--- src/hw/rtl/vertex_normal_accumulator_macros.svh ---
`ifndef VERTEX_NORMAL_ACCUMULATOR_MACROS_SVH
`define VERTEX_NORMAL_ACCUMULATOR_MACROS_SVH

// same-cycle implication, disabled in reset
`define VNA_ASSERT_IMP(lbl, clk, rst_n, ante, cons, msg) \
    lbl: assert property (@(posedge clk) disable iff (!rst_n) (ante) |-> (cons)) \
        else $error(msg);

// next-cycle implication, disabled in reset
`define VNA_ASSERT_NXT(lbl, clk, rst_n, ante, cons, msg) \
    lbl: assert property (@(posedge clk) disable iff (!rst_n) (ante) |=> (cons)) \
        else $error(msg);

`endif

--- src/hw/rtl/vna_pkg.sv ---
package vna_pkg;

    localparam int MAX_VERTICES = 1024;
    localparam int ADDR_W       = $clog2(MAX_VERTICES);
    localparam int COUNT_W      = 11;
    localparam int COORD_BITS   = 16;
    localparam int SUM_BITS     = 48;
    localparam int SUMX_W       = SUM_BITS + 1;
    localparam int DIFF_W       = COORD_BITS + 1;
    localparam int PROD_W       = 2 * DIFF_W;
    localparam int NRM_W        = PROD_W + 1;
    localparam int POS_W        = 3 * COORD_BITS;
    localparam int SUMS_W       = 3 * SUM_BITS;
    localparam int NORM_BITS    = 16;
    localparam int SQ_W         = 2 * NORM_BITS;
    localparam int LEN_W        = NORM_BITS;
    localparam int T_W          = LEN_W + 1;
    localparam int NUM_W        = T_W + 8;
    localparam int QDEPTH       = 2;
    localparam int QP_W         = $clog2(QDEPTH);
    localparam int QC_W         = $clog2(QDEPTH + 1);

    localparam logic [7:0] ALPHA_BYTE = 8'hFF;
    localparam logic [7:0] ZERO_BYTE  = 8'h7F;

    typedef enum logic [1:0] {
        OP_CLEAR = 2'd0,
        OP_WRITE = 2'd1,
        OP_TRI   = 2'd2,
        OP_READ  = 2'd3
    } t_op;

    typedef enum logic [1:0] {
        ST_DONE  = 2'd0,
        ST_SKIP  = 2'd1,
        ST_RANGE = 2'd2
    } t_status;

    typedef enum logic [4:0] {
        S_INIT,
        S_IDLE,
        S_CLR,
        S_TRA,
        S_TRB,
        S_TRC,
        S_TRE,
        S_MUL,
        S_CRD,
        S_CWR,
        S_RRD,
        S_RWAIT,
        S_SHIFT,
        S_SQ,
        S_SQRT,
        S_DINIT,
        S_DIV,
        S_RES
    } t_bstate;

    typedef struct packed {
        t_op                          op;
        t_status                      status;
        logic signed [COORD_BITS-1:0] x;
        logic signed [COORD_BITS-1:0] y;
        logic signed [COORD_BITS-1:0] z;
        logic [ADDR_W-1:0]            a;
        logic [ADDR_W-1:0]            b;
        logic [ADDR_W-1:0]            c;
    } t_cmd;

    typedef struct packed {
        logic full;
        logic empty;
    } t_q_stat;

    typedef struct packed {
        logic init_busy;
        logic idle;
    } t_back_stat;

endpackage

--- src/hw/rtl/vna_front.sv ---
module vna_front (
    input  logic                               i_clk,
    input  logic                               i_rst_n,
    input  logic                               i_cfg_we,
    input  logic [vna_pkg::COUNT_W-1:0]        i_cfg_data,
    input  logic                               i_valid,
    input  logic [1:0]                         i_opcode,
    input  logic signed [vna_pkg::COORD_BITS-1:0] i_vertex_x,
    input  logic signed [vna_pkg::COORD_BITS-1:0] i_vertex_y,
    input  logic signed [vna_pkg::COORD_BITS-1:0] i_vertex_z,
    input  logic [vna_pkg::ADDR_W-1:0]         i_corner_a,
    input  logic [vna_pkg::ADDR_W-1:0]         i_corner_b,
    input  logic [vna_pkg::ADDR_W-1:0]         i_corner_c,
    input  vna_pkg::t_q_stat                   i_q_stat,
    input  vna_pkg::t_back_stat                i_b_stat,
    output logic                               o_ready,
    output logic                               o_push,
    output vna_pkg::t_cmd                      o_cmd
);
    import vna_pkg::*;

    logic [COUNT_W-1:0] r_vertex_count;
    logic [COUNT_W-1:0] count_eff;
    logic               a_ok;
    logic               b_ok;
    logic               c_ok;
    t_op                op;

    always_ff @(posedge i_clk) begin
        if (!i_rst_n) begin
            r_vertex_count <= '0;
        end else if (i_cfg_we) begin
            r_vertex_count <= i_cfg_data;
        end
    end

    always_comb begin
        count_eff = (r_vertex_count > COUNT_W'(MAX_VERTICES)) ? COUNT_W'(MAX_VERTICES)
                                                              : r_vertex_count;
        a_ok      = COUNT_W'(i_corner_a) < count_eff;
        b_ok      = COUNT_W'(i_corner_b) < count_eff;
        c_ok      = COUNT_W'(i_corner_c) < count_eff;
        op        = t_op'(i_opcode);
        o_cmd.op  = op;
        o_cmd.x   = i_vertex_x;
        o_cmd.y   = i_vertex_y;
        o_cmd.z   = i_vertex_z;
        o_cmd.a   = i_corner_a;
        o_cmd.b   = i_corner_b;
        o_cmd.c   = i_corner_c;
        unique case (op)
            OP_CLEAR: o_cmd.status = ST_DONE;
            OP_TRI:   o_cmd.status = (a_ok && b_ok && c_ok) ? ST_DONE : ST_SKIP;
            default:  o_cmd.status = a_ok ? ST_DONE : ST_RANGE;
        endcase
    end

    assign o_ready = !i_q_stat.full && !i_b_stat.init_busy;
    assign o_push  = i_valid && o_ready;
endmodule

--- config.mk ---
export PLATFORM = sky130hd
export DESIGN_NAME = vna_front
export DESIGN_NICKNAME = d
export VERILOG_FILES = /design/src/hw/rtl/vertex_normal_accumulator_macros.svh /design/src/hw/rtl/vna_pkg.sv /design/src/hw/rtl/vna_front.sv
export SDC_FILE = /design/constraint.sdc
export NUM_CORES = 1
export LEC_CHECK = 0
export ABC_AREA = 1
export ABC_CLOCK_PERIOD_IN_PS = 1810
export BUFFER_PORTS_ARGS = -buffer_cell sky130_fd_sc_hd__buf_2
export CAP_MARGIN = 20
export CORE_UTILIZATION = 32
export CTS_CLUSTER_SIZE = 16
export DETAILED_ROUTE_END_ITERATION = 10
export HOLD_SLACK_MARGIN = 0.15
export PLACE_DENSITY = 0.89
export RECOVER_POWER = 50
export SLEW_MARGIN = 20
export SYNTH_ARGS = -nofsm -noshare
export SYNTH_HDL_FRONTEND = slang
export SYNTH_SLANG_ARGS = --single-unit
--- constraint.sdc ---
create_clock -name i_clk -period 1.81 [get_ports i_clk]
set_input_delay 0.0905 -clock i_clk [delete_from_list [all_inputs] [get_ports i_clk]]
set_output_delay 0.0905 -clock i_clk [all_outputs]
set_load 0.03 [all_outputs]
==> run summary <==
Ant. Diodes = 0
Syn Area/Cell = 7.076 um^2
top flop regs = r_vertex_count (11)
Slew headroom = 77.71%
Die ar. = 5625 um^2
CP Class = reg2out
P_int = 668.8 uW
Fillers = 538
synth warn = 0
Seq pwr share = 24.6%
root buffer cell = clkbuf_8
chip width = 75 um
initial antenna violation count = 0
outcome = finished, violations left
Worst Setup SP = r_vertex_count[6]
Net Sw Frac = 38.80%
clock sink count = 11
Critical Path End Type = output port
Synthesized Nets = 367
drt drc = 0
row count = 26
commonest cells in the netlist = buf_4, nand2_1, nor2_1
setup ws final = -0.6796 ns
reg2reg start = r_vertex_count[6]
layout net count = 398
Synth Register Bits = 11
largest net degree at the start of global routing = 13
setup TNS = -1.331 ns
crit-path max FO = 5
vias = 1,557
multi-input logic area = 1033 um^2
cell count after synthesis = 241
DR vias/cell = 4.566
R2R Setup Slk = 1.02 ns
most area-hungry cell type in the Yosys netlist = buf_4
first-pass GRT wire length = 6106 um
Initial DRC Count = 31
Inst Count DP = 326
Initial Utilization = 33.39%
setup violators final = 2
Hold Crit Start = i_cfg_data[10]
largest reg by FF count = r_vertex_count
Logic pwr share = 52.9%
critical path launch point type = flip-flop
drt first pass iters = 4
WL per Instance = 11.60 um
hpwl dp = 3284 um
Die Y-Extent = 75 um
number of flip-flops in the largest register = 11
HP Class = in2reg
Slew Limit Fails = 0
VDD IR-drop max = 0.3783 mV
Worst-Skew Late Latency = 0.24 ns
Clk pwr share = 22.5%
Finished Layout Cells = 341
synthesis-to-layout area growth = 22.08%
Leak Pwr = 0.001040 uW
GRT Total Usage = 14.17%
max_cap viols = 0
worst slack at placement = -0.5428 ns
CTS HTree Levels = 1
critical path's slowest cell = dfxtp_2
register area = 221.5 um^2
Synth top area share = 35.22%
unrepaired setup endpoints after global routing = yes
asr flop ratio synth = 0%
Req. time, crit path = 1.72 ns
clock skew = 0 ns
CP Data Arrival Time = 2.40 ns
actual slew at the worst max-slew pin = 0.3339 ns
final WL = 3957 um
max frequency = 401.7 MHz
CTS clock-pin slew for the worst setup and hold paths = 0.05 ns
final total power = 1093 uW
failing checks = negative setup slack
period utilisation layout = 137.5%
count leader, synth = buf_4
layout cells sized above 1 = 49.08%
number of global-route vias before repair = 1,445
Sw Pwr = 424.0 uW
global route overflow = 0
CP peak stage delay = 0.32 ns
synth unique cells = 19
Core Util, Final = 40.76%
Primary FF master, synth = dfxtp_1
Core Area = 5107 um^2
Ports = 183
PwrDens = 524.9 nW/um^2
IO buf count = 84
Cell Area, Synth = 1705 um^2
crit path cell chain = nor2_2 > nand3_1 > o21bai_2 > buf_6 > nand2_8 > ha_4 > a21oi_1 > o21ai_2 > a21oi_1 > o21ai_1 > nand2_1 > nand2_1 > nor2_2 > nor2_4 > buf_6
gpl congestion = 0.8227
Hold Violations, Final = 0
TritonCTS clock tree = done
Seq/Total Area, Yosys = 12.91%
Post-synth EDFFs = 0
CTS buffer count = 3
ANT nets after route = 0
Clock Tree Buf Depth = 2
min Tclk post-route = 2.490 ns
top cells by area, synth = buf_4, ha_1, dfxtp_1
==> per-layer routing <==
metal,track usage [%],part of all wire (%)
met5,0,0
met4,5.870,2.0
met3,1.339,5.7
met2,26.43,51
met1,16.46,41
==> area by class of cell <==
class / instances / area share [%]
tap: 70 / 4.207
inverter: 9 / 1.623
sequential: 11 / 10.64
clock buffer: 4 / 2.163
timing repair buffer: 110 / 31.73
multi-input combinational: 137 / 49.64
==> power by group through the flow <==
stage          registers (uW)  logic, uW  clock network [uW]
6_report                  269        578                 246
5_1_grt                   272        646                 264
4_1_cts                   268        540                 245
3_5_place_dp              273        487                   0
3_3_place_gp              272        473                   0
2_1_floorplan             276        549                   0
==> worst max-delay path: cells and delay by family, from the launching register on <==
| kind | cells | cell delay (ns) |
|---|---|---|
| compound gates | 5 | 0.67 |
| fa+ha+maj | 1 | 0.23 |
| buf+inv | 2 | 0.33 |
| flops | 1 | 0.32 |
| simple gates | 7 | 0.61 |
==> cell families after synthesis <==
group                      Yosys count  share of synthesized area [%]
adders and majority gates           27                          19.81
buffers and inverters               93                          38.52
DFF                                 11                          12.91
and+or+nand+nor                     79                          19.08
AOI/OAI and AO/OA                   31                          9.685
==> cell usage in the layout, fill, tap and decap left out, types with 3 or more instances in the layout <==
master	n
buf_2	82
ha_1	19
nand2_4	3
a21oi_2	6
nand4_1	3
dlygate4sd3_1	10
a21oi_1	7
nor3_1	3
o21ai_0	11
nand3_1	6
ha_4	7
buf_6	4
buf_4	14
nor2_1	28
dfxtp_1	10
nor2_2	3
nand2_1	24
clkbuf_8	3
nand2_2	3
inv_1	9
==> stage by stage <==
step | cell area [um^2] | hold slack, ns
after floorplan | 1770 | 0.2253
after global placement | 1768 | 0.1812
after detailed placement | 1768 | 0.1812
after CTS | 1992 | 0.1590
after global routing | 2082 | 0.1810
final | 2082 | 0.1526
==> path summary, 6_finish.rpt <==
| path | to | cells after the start |
|---|---|---|
| worst max-delay path | o_cmd[78] | 15 |
| worst min-delay path | r_vertex_count[10] | 3 |
| worst max register to register | r_vertex_count[6] | 3 |
| worst min register to register | r_vertex_count[2] | 3 |
==> repair_timing <==
action	4_1_cts	5_1_grt
pin swaps	6	17
setup buffers	1	0
hold buffers	10	0
endpoints found under the hold margin	10	0
gates cloned	0	0
endpoints found under the setup margin	2	2
gates resized for setup	14	18
Power figures use the tool's default switching activity.
