==> config.mk <==
export PLATFORM = sky130hd
export DESIGN_NAME = vna_queue
export DESIGN_NICKNAME = d
export VERILOG_FILES = /design/src/hw/rtl/vna_pkg.sv /design/src/hw/rtl/vna_queue.sv
export VERILOG_INCLUDE_DIRS = /design/src /design/src/hw/rtl
export SDC_FILE = /design/constraint.sdc
export NUM_CORES = 1
export LEC_CHECK = 0
export ABC_CLOCK_PERIOD_IN_PS = 5900
export BUFFER_PORTS_ARGS = -buffer_cell sky130_fd_sc_hd__buf_2
export CAP_MARGIN = 20
export CORE_MARGIN = 2
export CORE_UTILIZATION = 45
export DETAILED_ROUTE_END_ITERATION = 12
export GPL_ROUTABILITY_DRIVEN = 0
export GPL_TIMING_DRIVEN = 0
export HOLD_SLACK_MARGIN = 0.03
export PLACE_DENSITY = 0.7
export REMOVE_ABC_BUFFERS = 1
export SYNTH_ARGS = -nofsm -noshare
export SYNTH_HDL_FRONTEND = slang
export SYNTH_SLANG_ARGS = --single-unit
==> constraint.sdc <==
create_clock -name i_clk -period 5.9 [get_ports i_clk]
set_clock_uncertainty 0.15 [all_clocks]
set_input_delay 0 -clock i_clk [delete_from_list [all_inputs] [get_ports i_clk]]
set_output_delay 0 -clock i_clk [all_outputs]
set_load 0.005 [all_outputs]
==> src/hw/rtl/vertex_normal_accumulator_macros.svh <==
`ifndef VERTEX_NORMAL_ACCUMULATOR_MACROS_SVH
`define VERTEX_NORMAL_ACCUMULATOR_MACROS_SVH

// same-cycle implication, disabled in reset
`define VNA_ASSERT_IMP(lbl, clk, rst_n, ante, cons, msg) \
    lbl: assert property (@(posedge clk) disable iff (!rst_n) (ante) |-> (cons)) \
        else $error(msg);

// next-cycle implication, disabled in reset
`define VNA_ASSERT_NXT(lbl, clk, rst_n, ante, cons, msg) \
    lbl: assert property (@(posedge clk) disable iff (!rst_n) (ante) |=> (cons)) \
        else $error(msg);

`endif

==> src/hw/rtl/vna_pkg.sv <==
package vna_pkg;

    localparam int MAX_VERTICES = 1024;
    localparam int ADDR_W       = $clog2(MAX_VERTICES);
    localparam int COUNT_W      = 11;
    localparam int COORD_BITS   = 16;
    localparam int SUM_BITS     = 48;
    localparam int SUMX_W       = SUM_BITS + 1;
    localparam int DIFF_W       = COORD_BITS + 1;
    localparam int PROD_W       = 2 * DIFF_W;
    localparam int NRM_W        = PROD_W + 1;
    localparam int POS_W        = 3 * COORD_BITS;
    localparam int SUMS_W       = 3 * SUM_BITS;
    localparam int NORM_BITS    = 16;
    localparam int SQ_W         = 2 * NORM_BITS;
    localparam int LEN_W        = NORM_BITS;
    localparam int T_W          = LEN_W + 1;
    localparam int NUM_W        = T_W + 8;
    localparam int QDEPTH       = 2;
    localparam int QP_W         = $clog2(QDEPTH);
    localparam int QC_W         = $clog2(QDEPTH + 1);

    localparam logic [7:0] ALPHA_BYTE = 8'hFF;
    localparam logic [7:0] ZERO_BYTE  = 8'h7F;

    typedef enum logic [1:0] {
        OP_CLEAR = 2'd0,
        OP_WRITE = 2'd1,
        OP_TRI   = 2'd2,
        OP_READ  = 2'd3
    } t_op;

    typedef enum logic [1:0] {
        ST_DONE  = 2'd0,
        ST_SKIP  = 2'd1,
        ST_RANGE = 2'd2
    } t_status;

    typedef enum logic [4:0] {
        S_INIT,
        S_IDLE,
        S_CLR,
        S_TRA,
        S_TRB,
        S_TRC,
        S_TRE,
        S_MUL,
        S_CRD,
        S_CWR,
        S_RRD,
        S_RWAIT,
        S_SHIFT,
        S_SQ,
        S_SQRT,
        S_DINIT,
        S_DIV,
        S_RES
    } t_bstate;

    typedef struct packed {
        t_op                          op;
        t_status                      status;
        logic signed [COORD_BITS-1:0] x;
        logic signed [COORD_BITS-1:0] y;
        logic signed [COORD_BITS-1:0] z;
        logic [ADDR_W-1:0]            a;
        logic [ADDR_W-1:0]            b;
        logic [ADDR_W-1:0]            c;
    } t_cmd;

    typedef struct packed {
        logic full;
        logic empty;
    } t_q_stat;

    typedef struct packed {
        logic init_busy;
        logic idle;
    } t_back_stat;

endpackage

==> src/hw/rtl/vna_queue.sv <==
`include "vertex_normal_accumulator_macros.svh"

module vna_queue (
    input  logic             i_clk,
    input  logic             i_rst_n,
    input  logic             i_push,
    input  vna_pkg::t_cmd    i_cmd,
    input  logic             i_pop,
    output vna_pkg::t_cmd    o_head,
    output vna_pkg::t_q_stat o_stat
);
    import vna_pkg::*;

    t_cmd            r_slot [QDEPTH];
    logic [QP_W-1:0] r_wp;
    logic [QP_W-1:0] r_rp;
    logic [QC_W-1:0] r_cnt;

    always_ff @(posedge i_clk) begin
        if (!i_rst_n) begin
            r_wp  <= '0;
            r_rp  <= '0;
            r_cnt <= '0;
        end else begin
            if (i_push) begin
                r_wp <= (r_wp == QP_W'(QDEPTH - 1)) ? '0 : r_wp + 1'b1;
            end
            if (i_pop) begin
                r_rp <= (r_rp == QP_W'(QDEPTH - 1)) ? '0 : r_rp + 1'b1;
            end
            if (i_push && !i_pop) begin
                r_cnt <= r_cnt + 1'b1;
            end else if (!i_push && i_pop) begin
                r_cnt <= r_cnt - 1'b1;
            end
        end
    end

    always_ff @(posedge i_clk) begin
        if (i_push) begin
            r_slot[r_wp] <= i_cmd;
        end
    end

    assign o_head       = r_slot[r_rp];
    assign o_stat.full  = r_cnt == QC_W'(QDEPTH);
    assign o_stat.empty = r_cnt == '0;

    `VNA_ASSERT_IMP(a_no_overflow, i_clk, i_rst_n, i_push, r_cnt != QC_W'(QDEPTH), "queue overflow")
    `VNA_ASSERT_IMP(a_no_underflow, i_clk, i_rst_n, i_pop, r_cnt != '0, "queue underflow")
    `VNA_ASSERT_NXT(a_cnt_track, i_clk, i_rst_n, i_push && !i_pop, r_cnt != '0, "count lost a beat")
endmodule

==> out/results.tsv <==
stage	metric	value	unit
logic_synthesis	post-synth top area share	0.7989	
floorplan	# rows	42	
critical_path	WP data arrival	1.94	ns
logic_synthesis	Most used DFF post-synth	edfxtp_1	
critical_path	Data required, critical path	5.75	ns
cts	clk_lat worst skew	0.41	ns
floorplan	die area	0.01465	sq mm
logic_synthesis	FFs w/ async S/R, synth	0	
sta	max frequency	479.0	MHz
cts	CTS Buffer Depth	2	
cts	Post-CTS Hold Fix Bufs	86	
logic_synthesis	syn_area_per_cell	22.26	sq um
route	# DRC	0	
cts	post-CTS setup-driven buffer insertion count	0	
logic_synthesis	post-synthesis cell area	0.006165	sq mm
pwr	switching part of the total power	0.1953	
critical_path	crit path buf inv count	2	
global_route	total track usage	0.1670	
sta	Worst-Margin Slew	0.5400	ns
route	routed vias/inst	4.702	
critical_path	CP cell instances	buf_16 -> mux2_2 -> buf_2	
critical_path	Worst setup SP type	register	
cts	CTS Sinks	169	
global_route	Overflow after GRT	0	
critical_path	Crit Path Max Fanout	46	
pwr	total power	2.918	mW
floorplan	# IOs	170	
logic_synthesis	number of synthesized register bits	169	
cells_and_area	Antenna diodes	0	
sta	RSZ-0062 raised after global routing	false	
logic_synthesis	count leader, synth	edfxtp_1	
global_route	first-pass GRT wire length	18.37	mm
route	DR WL/cell	16.17	um
cts	CTS buffer count	17	
place	Post-Place Worst Slack	4.154	ns
logic_synthesis	Yosys top cell by area	edfxtp_1	
sta	setup TNS	0	ns
sta	final hold vios	0	
worst_hold_path	Worst Hold Class	primary input to register	
route	Iteration-0 DRC Markers	124	
sta	fin. max-slew vios	0	
pwr	fraction of power consumed by sequential logic	0.484	
critical_path	worst stage delay on the critical path	0.68	ns
floorplan	Core Region	0.01330	sq mm
route	Via Count	3461	
logic_synthesis	Synth Instances	277	
cts	Clock Tree Root	clkbuf_16	
sta	min cycle time layout	2.088	ns
logic_synthesis	number of synthesized flops with an enable pin	164	
logic_synthesis	top cells by area, synth	edfxtp_1 (80%), mux2_2 (15%), dfxtp_1 (1.6%)	
cts	CTS H-tree lvls	4	
cts	CTS tree	yes	
sta	final setup margin	3.812	ns
critical_path	Max stage delay cell, worst path	dfxtp_4	
route	post-route ant nets	0	
status	status	finished clean	
pwr	peak supply drop	0.0002226	V
global_route	vias in the first global route	3817	
route	Post-Route WL	11.90	mm
pwr	logic gate share of total power	0.098	
place	I/O Buffers	169	
sta	Tcrit/Tclk final	0.3538	
critical_path	Worst setup EP type	output pin	
logic_synthesis	Post-synth top cells	edfxtp_1 (164), mux2_2 (82), buf_6 (8)	
place	placed cell area	0.007262	sq mm
cells_and_area	nets	634	
sta	Finish-stage setup viols	0	
run	Max-Cap Viols	0	
cells_and_area	Design Area, Final	0.008781	sq mm
logic_synthesis	sequential area share after synthesis	0.8151	
cells_and_area	layout cells sized above 1	0.5161	
pwr	Clock power frac	0.418	
pwr	internal power	2.348	mW
route	drt pass-1 iters	6	
global_route	initial antenna violation count	0	
floorplan	initial core utilization	0.4637	
logic_synthesis	number of library cell types mapped by synthesis	17	
sta	max_slew headroom	0.6400	
cells_and_area	# fillers	930	
pwr	Power Dens Cells	332.3	mW/mm^2
critical_path	crit-path leading delay family	flip-flops	
logic_synthesis	Yosys warnings	0	
floorplan	die height	121.0	um
floorplan	die width	121.0	um
cells_and_area	Layout Utilization	0.6605	
pwr	switching power	0.5700	mW
global_route	pin count of the biggest net entering global routing	49	
cts	post-CTS resize count	0	
pwr	Leakage Power	3.339	nW
cts	clk slew on worst S/H paths	0.06	ns
cells_and_area	Area Overhead vs Synth	42.44	%
critical_path	kind of critical path	register to output pin	
place	post-DP HPWL	7.097	mm
==> final cells by class <==
cell class | count | area [sq um] | share of cell area
Clock inverter | 13 | 225.2 | 0.02565
Timing Repair Buffer | 260 | 1822 | 0.2075
Tap cell | 176 | 220.2 | 0.02508
Clock buffer | 19 | 432.9 | 0.04930
Inverter | 1 | 3.754 | 0.0004275
Multi-Input combinational cell | 98 | 1049 | 0.1194
Sequential cell | 169 | 5029 | 0.5727
==> final timing paths <==
kind / cells past startpoint / startpoint / slack, ns / to
min reg2reg: 2 / r_cnt[1] / 0.39 / r_cnt[1]
max reg2reg: 2 / r_wp / 4.19 / r_slot[1][14]
min: 2 / i_cmd[18] / 0.15 / r_slot[1][18]
max: 3 / register / 3.81 / o_head[68]
==> routing by layer <==
metal  global-route usage  part of all wire  vias up
met5                    0                 0        -
met4              0.06759             0.011        0
met3              0.05639             0.067       11
met2               0.3086              0.54      113
met1               0.1715              0.38     1704
li1                     -                 -     1633
==> worst register-to-register path, cell delays in order, from the launching register on <==
cell and delay (ns):
dfxtp_1 0.40, and2_4 0.50, buf_16 0.32
==> through the flow <==
stage	instances	hold WS (ns)
2_1_floorplan	268	-0.05113
3_3_place_gp	613	0.03760
3_5_place_dp	618	0.04105
4_1_cts	736	0.1320
5_1_grt	736	0.1423
6_report	736	0.1550
==> registers in the layout, summed over array words and instances (netlist names), named ones only <==
name	cells
r_wp	1
r_rp	1
r_cnt	2
r_slot	164
==> power groups by stage <==
stage               Clock, mW  Sequential, mW  Combinational [mW]
finish                   1.22            1.41               0.287
global route             1.29            1.42               0.312
CTS                      1.24            1.41               0.291
detailed placement          0            1.44               0.244
global placement            0            1.45               0.221
floorplan                   0            1.44               0.113
==> cell families (layout without fill, tap and decap cells) <==
kind of cell,Yosys count,after routing,share of synthesized area
flops,169,169,0.8151
fa+ha+maj,1,1,0.002029
buf+inv,10,293,0.01644
simple gates,9,9,0.009133
compound gates,3,3,0.003248
xor+xnor,3,3,0.004263
mux,82,82,0.1498
==> placed cells by master, fill, tap and decap left out, drive strengths merged <==
master       netlist  final
a21boi             1      1
and2               4      4
and2b              1      1
buf                9    174
bufinv             0      6
clkbuf             0     19
clkinv             0      4
clkinvlp           0      3
dfxtp              5      5
dlygate4sd3        0     86
edfxtp           164    164
ha                 1      1
inv                1      1
mux2              82     82
nor2               1      1
nor2b              2      2
o21a               1      1
o21ai              1      1
or3                1      1
xnor2              1      1
xor2               2      2
(Power assumes the default switching activity.)
